==> config.mk <==
export PLATFORM = sky130hd
export DESIGN_NAME = bounded_deque_with_search
export DESIGN_NICKNAME = d
export VERILOG_FILES = /design/src/hw/rtl/bdq_pkg.sv /design/src/hw/rtl/bdq_mem.sv /design/src/hw/rtl/bounded_deque_with_search.sv
export SDC_FILE = /design/constraint.sdc
export NUM_CORES = 1
export LEC_CHECK = 0
export BUFFER_PORTS_ARGS = -buffer_cell sky130_fd_sc_hd__buf_2
export CORE_ASPECT_RATIO = 1.25
export CORE_MARGIN = 4
export CORE_UTILIZATION = 58
export DETAILED_ROUTE_END_ITERATION = 8
export GPL_TIMING_DRIVEN = 0
export PLACE_DENSITY = 0.86
export SETUP_SLACK_MARGIN = 0.05
export SYNTH_ARGS = -nofsm -noshare
export SYNTH_HDL_FRONTEND = slang
export SYNTH_SLANG_ARGS = --single-unit
==> constraint.sdc <==
create_clock -name clk -period 5.8 [get_ports clk]
set_input_delay 0.87 -clock clk [delete_from_list [all_inputs] [get_ports clk]]
set_output_delay 0.87 -clock clk [all_outputs]
set_load 0.05 [all_outputs]
==> src/hw/rtl/bdq_pkg.sv <==
// shared command, status and sequencer definitions for the bounded deque
package bdq_pkg;

	localparam int DATA_W = 32;
	localparam int CMD_W = 3;
	localparam int STATUS_W = 2;
	localparam int FPOS_W = 4;
	localparam int COUNT_W = 5;

	localparam logic [CMD_W-1:0] CMD_PUSH_HEAD = 3'd0;
	localparam logic [CMD_W-1:0] CMD_PUSH_TAIL = 3'd1;
	localparam logic [CMD_W-1:0] CMD_POP_HEAD = 3'd2;
	localparam logic [CMD_W-1:0] CMD_POP_TAIL = 3'd3;
	localparam logic [CMD_W-1:0] CMD_DELETE = 3'd4;
	localparam logic [CMD_W-1:0] CMD_FIND = 3'd5;

	localparam logic [STATUS_W-1:0] ST_DONE = 2'd0;
	localparam logic [STATUS_W-1:0] ST_FULL = 2'd1;
	localparam logic [STATUS_W-1:0] ST_EMPTY = 2'd2;
	localparam logic [STATUS_W-1:0] ST_NOTFOUND = 2'd3;

	typedef enum logic [3:0] {
		SQ_IDLE = 4'b0001,
		SQ_SCAN = 4'b0010,
		SQ_SHIFT = 4'b0100,
		SQ_FIN = 4'b1000
	} seq_state_t;

endpackage

==> src/hw/rtl/bdq_mem.sv <==
// ring store: position-to-slot translation, one write port, one registered read port
module bdq_mem #(
	parameter int DEPTH = 16
) (
	input  logic                                    clk,
	input  logic [$clog2(DEPTH)-1:0]                head,
	input  logic                                    wr_en,
	input  logic [$clog2(DEPTH+1)-1:0]              wr_pos,
	input  logic [bdq_pkg::DATA_W-1:0]              wr_data,
	input  logic                                    rd_en,
	input  logic [$clog2(DEPTH+1)-1:0]              rd_pos,
	output logic [bdq_pkg::DATA_W-1:0]              rd_data
);
	import bdq_pkg::*;

	localparam int PW = $clog2(DEPTH);
	localparam int CW = $clog2(DEPTH + 1);
	localparam int SW = CW + 1;

	logic [DATA_W-1:0] mem_q [DEPTH];
	logic [DATA_W-1:0] rd_data_q;
	logic [SW-1:0]     wr_sum;
	logic [SW-1:0]     rd_sum;
	logic [PW-1:0]     wr_slot;
	logic [PW-1:0]     rd_slot;

	// head plus position stays below twice the depth, so one subtract wraps it
	always_comb begin
		wr_sum = SW'(head) + SW'(wr_pos);
		rd_sum = SW'(head) + SW'(rd_pos);
		wr_slot = (wr_sum >= SW'(DEPTH)) ? PW'(wr_sum - SW'(DEPTH)) : PW'(wr_sum);
		rd_slot = (rd_sum >= SW'(DEPTH)) ? PW'(rd_sum - SW'(DEPTH)) : PW'(rd_sum);
	end

	// storage write
	always_ff @(posedge clk) begin
		if (wr_en) begin
			mem_q[wr_slot] <= wr_data;
		end
	end

	// registered read
	always_ff @(posedge clk) begin
		if (rd_en) begin
			rd_data_q <= mem_q[rd_slot];
		end
	end

	assign rd_data = rd_data_q;

endmodule

==> src/hw/rtl/bounded_deque_with_search.sv <==
// bounded deque top level: command sequencer, shared compare/shift walk, result register
// push, pop, unused codes: straight to the finishing step, which sends the result beat
// find: compares each entry from the head on, up to match position p or the last entry
// delete: find walk, then on a hit later entries shift, one read and write per cycle
// one command at a time; cmd_stall is low only while the sequencer is idle
// reset clears head, count, sequencer and result valid; store contents stay undefined
module bounded_deque_with_search #(
	parameter int DEPTH = 16
) (
	input  logic                                clk,
	input  logic                                arst_n,
	input  logic                                cmd_valid,
	output logic                                cmd_stall,
	input  logic [bdq_pkg::CMD_W-1:0]           cmd,
	input  logic signed [bdq_pkg::DATA_W-1:0]   data_value,
	output logic                                rsp_valid,
	input  logic                                rsp_stall,
	output logic [bdq_pkg::STATUS_W-1:0]        status,
	output logic [bdq_pkg::FPOS_W-1:0]          found_position,
	output logic [bdq_pkg::COUNT_W-1:0]         entry_count
);
	import bdq_pkg::*;

	localparam int PW = $clog2(DEPTH);
	localparam int CW = $clog2(DEPTH + 1);

	seq_state_t          state_q;
	logic [PW-1:0]       head_q;
	logic [CW-1:0]       occ_q;
	logic [CW-1:0]       pos_q;
	logic [CW-1:0]       pos_nxt;
	logic [CMD_W-1:0]    cmd_q;
	logic [DATA_W-1:0]   key_q;
	logic [STATUS_W-1:0] res_status_q;
	logic [CW-1:0]       res_pos_q;
	logic                rsp_valid_q;
	logic [STATUS_W-1:0] rsp_status_q;
	logic [FPOS_W-1:0]   rsp_pos_q;
	logic [COUNT_W-1:0]  rsp_count_q;

	logic                accept;
	logic                full;
	logic                empty;
	logic                hit;
	logic                rsp_free;
	logic                wr_en;
	logic [CW-1:0]       wr_pos;
	logic [DATA_W-1:0]   wr_data;
	logic                rd_en;
	logic [CW-1:0]       rd_pos;
	logic [DATA_W-1:0]   rd_data;

	assign accept = cmd_valid && !cmd_stall;
	assign cmd_stall = (state_q != SQ_IDLE);
	assign full = (occ_q == CW'(DEPTH));
	assign empty = (occ_q == '0);
	assign pos_nxt = pos_q + CW'(1);
	assign hit = (rd_data == key_q);
	assign rsp_free = !rsp_valid_q || !rsp_stall;

	// store port control
	always_comb begin
		wr_en = 1'b0;
		wr_pos = '0;
		wr_data = rd_data;
		rd_en = 1'b0;
		rd_pos = '0;
		unique case (state_q)
			SQ_IDLE: begin
				wr_data = data_value;
				if (accept && !full && cmd == CMD_PUSH_HEAD) begin
					wr_en = 1'b1;
					wr_pos = CW'(DEPTH - 1);
				end
				if (accept && !full && cmd == CMD_PUSH_TAIL) begin
					wr_en = 1'b1;
					wr_pos = occ_q;
				end
				if (accept && !empty && (cmd == CMD_DELETE || cmd == CMD_FIND)) begin
					rd_en = 1'b1;
				end
			end
			SQ_SCAN: begin
				rd_en = (pos_nxt < occ_q);
				rd_pos = pos_nxt;
			end
			SQ_SHIFT: begin
				// move the entry behind the gap one place toward the head
				if (pos_nxt < occ_q) begin
					wr_en = 1'b1;
					wr_pos = pos_q;
					rd_en = 1'b1;
					rd_pos = pos_nxt + CW'(1);
				end
			end
			SQ_FIN: begin
			end
			default: begin
			end
		endcase
	end

	bdq_mem #(
		.DEPTH(DEPTH)
	) u_mem (
		.clk    (clk),
		.head   (head_q),
		.wr_en  (wr_en),
		.wr_pos (wr_pos),
		.wr_data(wr_data),
		.rd_en  (rd_en),
		.rd_pos (rd_pos),
		.rd_data(rd_data)
	);

	// payload of the command in flight
	always_ff @(posedge clk) begin
		if (accept) begin
			cmd_q <= cmd;
			key_q <= data_value;
		end
	end

	// sequencer, ring pointers and result register
	always_ff @(posedge clk or negedge arst_n) begin
		if (!arst_n) begin
			state_q <= SQ_IDLE;
			head_q <= '0;
			occ_q <= '0;
			pos_q <= '0;
			res_status_q <= ST_DONE;
			res_pos_q <= '0;
			rsp_valid_q <= 1'b0;
			rsp_status_q <= ST_DONE;
			rsp_pos_q <= '0;
			rsp_count_q <= '0;
		end else begin
			if (rsp_valid_q && !rsp_stall) begin
				rsp_valid_q <= 1'b0;
			end
			unique case (state_q)
				SQ_IDLE: begin
					if (accept) begin
						res_status_q <= ST_DONE;
						res_pos_q <= '0;
						pos_q <= '0;
						state_q <= SQ_FIN;
						unique case (cmd)
							CMD_PUSH_HEAD: begin
								if (full) begin
									res_status_q <= ST_FULL;
								end else begin
									head_q <= (head_q == '0) ? PW'(DEPTH - 1) : head_q - PW'(1);
									occ_q <= occ_q + CW'(1);
								end
							end
							CMD_PUSH_TAIL: begin
								if (full) begin
									res_status_q <= ST_FULL;
								end else begin
									occ_q <= occ_q + CW'(1);
								end
							end
							CMD_POP_HEAD: begin
								if (empty) begin
									res_status_q <= ST_EMPTY;
								end else begin
									head_q <= (head_q == PW'(DEPTH - 1)) ? '0 : head_q + PW'(1);
									occ_q <= occ_q - CW'(1);
								end
							end
							CMD_POP_TAIL: begin
								if (empty) begin
									res_status_q <= ST_EMPTY;
								end else begin
									occ_q <= occ_q - CW'(1);
								end
							end
							CMD_DELETE, CMD_FIND: begin
								if (empty) begin
									res_status_q <= (cmd == CMD_DELETE) ? ST_EMPTY : ST_NOTFOUND;
								end else begin
									state_q <= SQ_SCAN;
								end
							end
							default: begin
							end
						endcase
					end
				end
				SQ_SCAN: begin
					// one compare per cycle against the registered read
					if (hit) begin
						res_pos_q <= pos_q;
						state_q <= (cmd_q == CMD_DELETE) ? SQ_SHIFT : SQ_FIN;
					end else if (pos_nxt == occ_q) begin
						res_status_q <= ST_NOTFOUND;
						state_q <= SQ_FIN;
					end else begin
						pos_q <= pos_nxt;
					end
				end
				SQ_SHIFT: begin
					if (pos_nxt < occ_q) begin
						pos_q <= pos_nxt;
					end else begin
						occ_q <= occ_q - CW'(1);
						state_q <= SQ_FIN;
					end
				end
				SQ_FIN: begin
					if (rsp_free) begin
						rsp_valid_q <= 1'b1;
						rsp_status_q <= res_status_q;
						rsp_pos_q <= FPOS_W'(res_pos_q);
						rsp_count_q <= COUNT_W'(occ_q);
						state_q <= SQ_IDLE;
					end
				end
				default: begin
					state_q <= SQ_IDLE;
				end
			endcase
		end
	end

	assign rsp_valid = rsp_valid_q;
	assign status = rsp_status_q;
	assign found_position = rsp_pos_q;
	assign entry_count = rsp_count_q;

	// count never exceeds the store size
	a_occ_bound: assert property (@(posedge clk) disable iff (!arst_n)
		occ_q <= CW'(DEPTH))
		else $error("entry count above depth");

	// head pointer stays inside the ring
	a_head_bound: assert property (@(posedge clk) disable iff (!arst_n)
		head_q <= PW'(DEPTH - 1))
		else $error("head pointer out of range");

	// a push into a store with room grows it by one
	a_push_grows: assert property (@(posedge clk) disable iff (!arst_n)
		accept && !full && (cmd == CMD_PUSH_HEAD || cmd == CMD_PUSH_TAIL)
		|=> occ_q == $past(occ_q) + CW'(1))
		else $error("push did not grow the store");

	// a new result beat is only launched from the finishing step
	a_rsp_from_fin: assert property (@(posedge clk) disable iff (!arst_n)
		$rose(rsp_valid_q) |-> $past(state_q == SQ_FIN))
		else $error("result beat outside finishing step");

	// an empty report always comes with a zero count
	a_empty_count: assert property (@(posedge clk) disable iff (!arst_n)
		rsp_valid_q && rsp_status_q == ST_EMPTY |-> rsp_count_q == '0)
		else $error("empty status with nonzero count");

endmodule

==> impl_metrics.env, run 1 <==
export IMPL_status="completed"
export IMPL_clk_pin_slew_worst_paths_ns=0.06
export IMPL_place_gp_congestion=0.881
export IMPL_switching_share_pct=34.4
export IMPL_ys_ff_latch=615
export IMPL_finalHoldViolCount=0
export IMPL_synth_edf_count=579
export IMPL_slew_limit_headroom_pct=22.1
export IMPL_cts_made_buffers=54
export IMPL_pre_cts_slack_ns=0.142
export IMPL_clock_latency_ns=0.61
export IMPL_initial_core_util_pct=59.0
export IMPL_ys_warn_count=0
export IMPL_numPortBuffers=51
export IMPL_cap_violations=0
export IMPL_die_h_um=240
export IMPL_post_cts_buffers=0
export IMPL_seq_power_share_pct=42.2
export IMPL_critPathMaxFanout=10
export IMPL_rsz0062_at_grt="false"
export IMPL_ctsHoldBuffers=0
export IMPL_final_common_cell="edfxtp_1"
export IMPL_syn_nets=1425
export IMPL_startpoint_type="flip-flop"
export IMPL_drc_errors=0
export IMPL_cts_root_buf="clkbuf_16"
export IMPL_reg2reg_depth=15
export IMPL_synthArstFlopShare_pct=5.85
export IMPL_hold_path_class="in2async"
export IMPL_postSynthCellCount=1365
export IMPL_p_leak_nw=9.23
export IMPL_grt_antenna_before_repair=1
export IMPL_cts_tree="built"
export IMPL_first_pass_iters=7
export IMPL_path_class="reg2reg"
export IMPL_synth_cell_type_count=65
export IMPL_power_per_cell_area_nw_per_um2=502
export IMPL_syn_to_final_growth_pct=13.0
export IMPL_endpoint_kind="flip-flop"
export IMPL_r2r_slack_ns=0.19
export IMPL_place_hpwl_um=39800
export IMPL_total_power_mw=14.2
export IMPL_place_inst=1993
export IMPL_io_pins=52
export IMPL_gr_total_overflow=0
export IMPL_row_count=84
export IMPL_clock_sinks=615
export IMPL_htree_num_levels=2
export IMPL_ant_nets=0
export IMPL_r2r_start="pos_q[0]"
export IMPL_grt_usage_pct=28.5
export IMPL_grt_pass1_vias=15200
export IMPL_intPower_mw=9.30
export IMPL_wire_per_inst_um=31.5
export IMPL_grt_first_pass_wirelength_um=97900
export IMPL_fmax_mhz=178
export IMPL_layout_setup_ws_ns=0.189
export IMPL_tightest_slew_ns=1.17
export IMPL_fin_setup_tns_ns=0
export IMPL_fp_dieW_um=194
export IMPL_grt_start_max_net_pins=37
export IMPL_mostFrequentLayoutCells="edfxtp_1 (579), nand2_1 (137), mux4_2 (128)"
export IMPL_fillCellCount=2533
export IMPL_avgSynthCellArea_um2=18.3
export IMPL_finalNonFillerCells=2094
export IMPL_arrival_ns=6.06
export IMPL_min_period_ns=5.61
export IMPL_insertedDiodeCount=0
export IMPL_fin_util_pct=66.6
export IMPL_core_um2=42400
export IMPL_clockBufferDepth=3
export IMPL_yosysSeqAreaShare_pct=73.2
export IMPL_fin_crit_sh_pct=96.7
export IMPL_nets=1550
export IMPL_syn_cell_area_um2=25000
export IMPL_die_area_um2=46500
export IMPL_fin_skew_ns=0.0257
export IMPL_clockPowerShare_pct=25.1
export IMPL_rr_endpoint="u_mem.rd_data[0]"
export IMPL_synth_flop_cell="edfxtp_1"
export IMPL_setup_viol=0
export IMPL_totalWireLength_um=66000
export IMPL_peakVddDrop_mv=0.301
export IMPL_vias=14900
export IMPL_drive_gt1_share_pct=23.8
export IMPL_switchingPower_mw=4.87
export IMPL_vias_per_cell=7.14
export IMPL_slew_violations=0
export IMPL_required_ns=6.25
export IMPL_combPwrFrac_pct=32.7
export IMPL_drt_iter0_drc=2161
## area by class of cell
cell class                      count  area (µm²)  share of cell area (%)
Sequential cell                   615       18300                    64.8
Multi-Input combinational cell    655        6430                    22.8
Clock buffer                       67        1490                    5.27
Tap cell                          559         699                    2.48
Timing Repair Buffer               69         623                    2.21
Buffer                             78         364                    1.29
Clock inverter                     34         254                   0.900
Inverter                           17        63.8                   0.226
## cell families after synthesis
| group | Yosys count | synth area share (%) |
|---|---|---|
| flip-flops | 615 | 73.2 |
| AND/OR/NAND/NOR | 317 | 6.53 |
| multiplexers | 141 | 12.1 |
| XOR/XNOR | 50 | 1.75 |
| adder cells (fa/ha/maj) | 21 | 1.11 |
| buffers and inverters | 95 | 1.61 |
| AO/OA/AOI/OAI | 126 | 3.65 |
## power groups by stage
stage	sequential, mW	clock (mW)	combinational (mW)
after floorplan	6.15	0	2.83
after global placement	6.06	0	4.11
after detailed placement	6.07	0	4.41
after CTS	5.98	3.55	4.52
after global routing	6.01	3.76	4.84
final	5.99	3.56	4.63
## layer usage
| layer | GRT usage, % | wire, µm |
|---|---|---|
| met5 | 0 | 10 |
| met3 | 7.11 | 7800 |
| met2 | 47.3 | 32400 |
| met1 | 34.3 | 21000 |
| met4 | 16.5 | 4870 |
## cells in the mapped netlist, types with 3 or more instances
cell type,n,area [µm²]
a21oi_1,7,35.0
mux2i_1,6,60.1
nand2b_1,3,18.8
nor2_1,32,120
clkbuf_1,51,191
nand2_1,137,514
ha_1,19,238
mux2_2,6,67.6
xor2_1,6,52.6
a21o_1,5,37.5
a22o_1,4,35.0
o211ai_1,65,488
o21ai_0,21,105
nor2b_1,5,31.3
a31oi_1,3,18.8
buf_4,6,45.0
buf_2,18,90.1
edfxtp_1,579,17400
inv_1,16,60.1
xnor2_1,44,385
nand4_1,108,676
dfrtp_1,35,876
nand3_1,8,40.0
nor3_1,3,15.0
buf_1,3,11.3
mux4_2,128,2880
## critical path, cell delays in order (launching register included)
cell	delay (ns)
dfrtp_1	0.55
ha_1	0.28
nand3_1	0.11
xnor2_1	0.17
ha_1	0.32
nand4_1	0.21
o221ai_2	0.55
nor2_1	0.17
nand2_1	0.14
o21ai_0	0.12
ha_1	0.25
fa_1	0.48
xor2_1	0.93
clkbuf_1	0.69
nand4_1	0.26
nand4_1	0.19
## repair_timing
action                                  4_1_cts  5_1_grt
endpoints found under the setup margin        0       40
endpoints found under the hold margin         0        0
resized for setup                             0       57
## how the worst max path moves through the flow
stage / start / endpoint / slack (ns) / cells after the start
after floorplan: pos_q[0] / u_mem.mem_q[6][0] / 0.64 / 15
after global placement: pos_q[0] / u_mem.mem_q[10][19] / -1.39 / 16
after detailed placement: pos_q[0] / u_mem.rd_data[2] / 0.14 / 16
after CTS: pos_q[0] / u_mem.rd_data[24] / 0.07 / 16
after global routing: pos_q[0] / u_mem.rd_data[10] / 0.03 / 15
final: pos_q[0] / u_mem.rd_data[0] / 0.19 / 15
## state kept, by name, summed over array words and instances (netlist names), 4 cells and up
register,cells
u_mem.mem_q,512
key_q,32
found_position,4
head_q,4
occ_q,5
entry_count,5
state_q,4
u_mem.rd_data,32
res_pos_q,4
pos_q,5
## stage by stage
step | hold WS [ns] | instance area, µm²
floorplan | 0.456 | 25000
global placement | 0.455 | 25900
detailed placement | 0.465 | 26400
CTS | 0.370 | 28200
global route | 0.434 | 28200
finish | 0.358 | 28200
Power figures use the tool's default switching activity.
==> inputs of run 2 (changes only) <==
- CORE_ASPECT_RATIO: 1.25 -> 1.5
- CORE_UTILIZATION: 58 -> 62
- PLACE_DENSITY: 0.86 -> 0.9
- clock period: 5.8 -> 5.6 ns (I/O delays scaled with it)
==> impl_metrics.env, run 2 (synthesis gave the netlist of run 1 again) <==
export IMPL_status="completed"
export IMPL_place_gp_congestion=0.918
export IMPL_path_class="reg2reg"
export IMPL_peakVddDrop_mv=0.321
export IMPL_multi_input_area_um2=6460
export IMPL_htree_num_levels=2
export IMPL_vias=15600
export IMPL_seq_power_share_pct=42.0
export IMPL_intPower_mw=9.55
export IMPL_switchingPower_mw=5.23
export IMPL_grt_usage_pct=33.0
export IMPL_seq_area_um2=18300
export IMPL_die_area_um2=43600
export IMPL_grt_start_max_net_pins=37
export IMPL_power_per_cell_area_nw_per_um2=524
export IMPL_critPathMaxFanout=10
export IMPL_grt_busiest_layer="met2"
export IMPL_finalHoldViolCount=0
export IMPL_fin_crit_sh_pct=97.9
export IMPL_slowest_stage="dfrtp_1"
export IMPL_vias_per_cell=7.65
export IMPL_core_um2=39500
export IMPL_numPortBuffers=51
export IMPL_cts_tree="built"
export IMPL_p_leak_nw=9.26
export IMPL_holdWs_ns=0.333
export IMPL_fin_skew_ns=0.0263
export IMPL_clock_sinks=615
export IMPL_slew_violations=0
export IMPL_drc_errors=0
export IMPL_gr_total_overflow=0
export IMPL_path_cells="ha_1 > nand3_1 > xnor2_1 > ha_1 > nand4_1 > o221ai_4 > nor2_1 > nand2_1 > nand2_1 > a22o_1 > ha_1 > a21o_1 > a21oi_1 > xor2_2 > nand4_4 > clkbuf_1 > nand4_1 > nand4_1"
export IMPL_die_h_um=254
export IMPL_cap_violations=0
export IMPL_min_period_ns=5.48
export IMPL_stdcell_area_um2=28200
export IMPL_gr_usage_met1_pct=39.9
export IMPL_clockBufferDepth=3
export IMPL_io_pins=52
export IMPL_switching_share_pct=35.4
export IMPL_fmax_mhz=182
export IMPL_initial_core_util_pct=63.2
export IMPL_fp_dieW_um=172
export IMPL_required_ns=5.90
export IMPL_slowest_delay_ns=0.56
export IMPL_grt_antenna_before_repair=0
export IMPL_max_flop_register="u_mem.mem_q"
export IMPL_mostFrequentLayoutCells="edfxtp_1 (579), nand2_1 (137), mux4_2 (128)"
export IMPL_syn_to_final_growth_pct=13.0
export IMPL_wire_per_inst_um=35.4
export IMPL_layout_setup_ws_ns=0.119
export IMPL_setup_viol=0
export IMPL_cts_made_buffers=52
export IMPL_pre_cts_slack_ns=-0.0104
export IMPL_drive_gt1_share_pct=24.3
export IMPL_startpoint_type="flip-flop"
export IMPL_cts_root_buf="clkbuf_16"
export IMPL_clockPowerShare_pct=24.4
export IMPL_arrival_ns=5.78
export IMPL_tightest_slew_ns=1.11
export IMPL_met2_usage_pct=52.0
export IMPL_combPwrFrac_pct=33.6
export IMPL_largest_register_ffs=512
export IMPL_fillCellCount=2079
export IMPL_ant_nets=0
export IMPL_row_count=89
export IMPL_clk_pin_slew_worst_paths_ns=0.07
export IMPL_grt_first_pass_wirelength_um=103000
export IMPL_nets=1555
export IMPL_placed_area_um2=26400
export IMPL_clock_latency_ns=0.61
export IMPL_hold_path_class="in2async"
export IMPL_slew_limit_headroom_pct=25.6
export IMPL_endpoint_kind="flip-flop"
export IMPL_grt_pass1_vias=15600
export IMPL_use_met3_pct=9.13
export IMPL_insertedDiodeCount=0
export IMPL_totalWireLength_um=72100
export IMPL_drt_iter0_drc=2989
export IMPL_first_pass_iters=9
export IMPL_place_hpwl_um=40900
export IMPL_final_common_cell="edfxtp_1"
-- run 2: cell types whose count changed in the layout (fill, tap and decap cells not counted), moves of 2 or more --
cell,previous run,this run
clkinv_1,15,11
clkbuf_2,21,23
clkbuf_16,55,53
clkinv_2,11,16
clkbuf_8,6,0
buf_4,6,9
xor2_1,6,4
buf_16,1,5
xor2_2,0,2
-- run 2: cell type report --
cell class | instances | area share, %
Sequential cell | 615 | 64.8
Clock buffer | 60 | 4.79
Timing Repair Buffer | 76 | 2.68
Buffer | 78 | 1.30
Inverter | 17 | 0.226
Multi-Input combinational cell | 655 | 22.9
Clock inverter | 37 | 1.06
Tap cell | 500 | 2.22
-- run 2: what timing repair did --
| item | CTS | global route |
|---|---|---|
| pin swaps | 0 | 4 |
| buffers inserted | 0 | 7 |
| resized for setup | 18 | 21 |
| endpoints found under the setup margin | 32 | 312 |
| hold buffers | 0 | 0 |
-- run 2: layer usage --
| layer | vias up | wire [µm] | part of all wire (%) |
|---|---|---|---|
| met4 | 0 | 6660 | 9.2 |
| met2 | 1747 | 34500 | 48 |
| met3 | 461 | 9750 | 14 |
| li1 | 5832 | - | - |
| met5 | - | 0 | 0 |
| met1 | 7546 | 21200 | 29 |
-- run 2: power by group through the flow --
stage	Sequential, mW	Combinational, mW	Clock (mW)
3_5_place_dp	6.29	4.61	0
5_1_grt	6.23	5.14	3.77
2_1_floorplan	6.37	2.93	0
4_1_cts	6.20	4.74	3.57
6_report	6.21	4.97	3.61
3_3_place_gp	6.28	4.26	0
-- run 2: worst paths after layout --
kind | startpoint | end | slack [ns] | cells past startpoint
worst max-delay path | pos_q[0] | u_mem.rd_data[5] | 0.12 | 18
worst min-delay path | arst_n | occ_q[2] | 0.33 | 1
worst max register to register | pos_q[0] | u_mem.rd_data[5] | 0.12 | 18
worst min register to register | found_position[0] | found_position[0] | 0.47 | 2
max in group asynchronous | arst_n | pos_q[4] | 4.77 | 1
min in group clk | data_value[18] | key_q[18] | 0.44 | 1
-- run 2: per-stage QoR --
stage | cells | setup TNS (ns) | utilization [%] | power [mW]
6_report | 2038 | 0 | 71.4 | 14.8
5_1_grt | 2038 | -0.0146 | 71.4 | 15.1
4_1_cts | 2031 | 0 | 71.0 | 14.5
3_5_place_dp | 1934 | -0.0150 | 66.7 | 10.9
3_3_place_gp | 1916 | -717.18 | 65.4 | 10.5
2_1_floorplan | 1365 | 0 | - | 9.30
-- run 2: critical path, delay by kind of cell (launching register included) --
| family | cells | cell delay [ns] |
|---|---|---|
| and+or+nand+nor | 8 | 1.52 |
| AOI/OAI and AO/OA | 4 | 1.19 |
| adders and majority gates | 3 | 0.95 |
| DFF | 1 | 0.56 |
| xor gates and xnor gates | 2 | 0.55 |
| buffers and inverters | 1 | 0.42 |
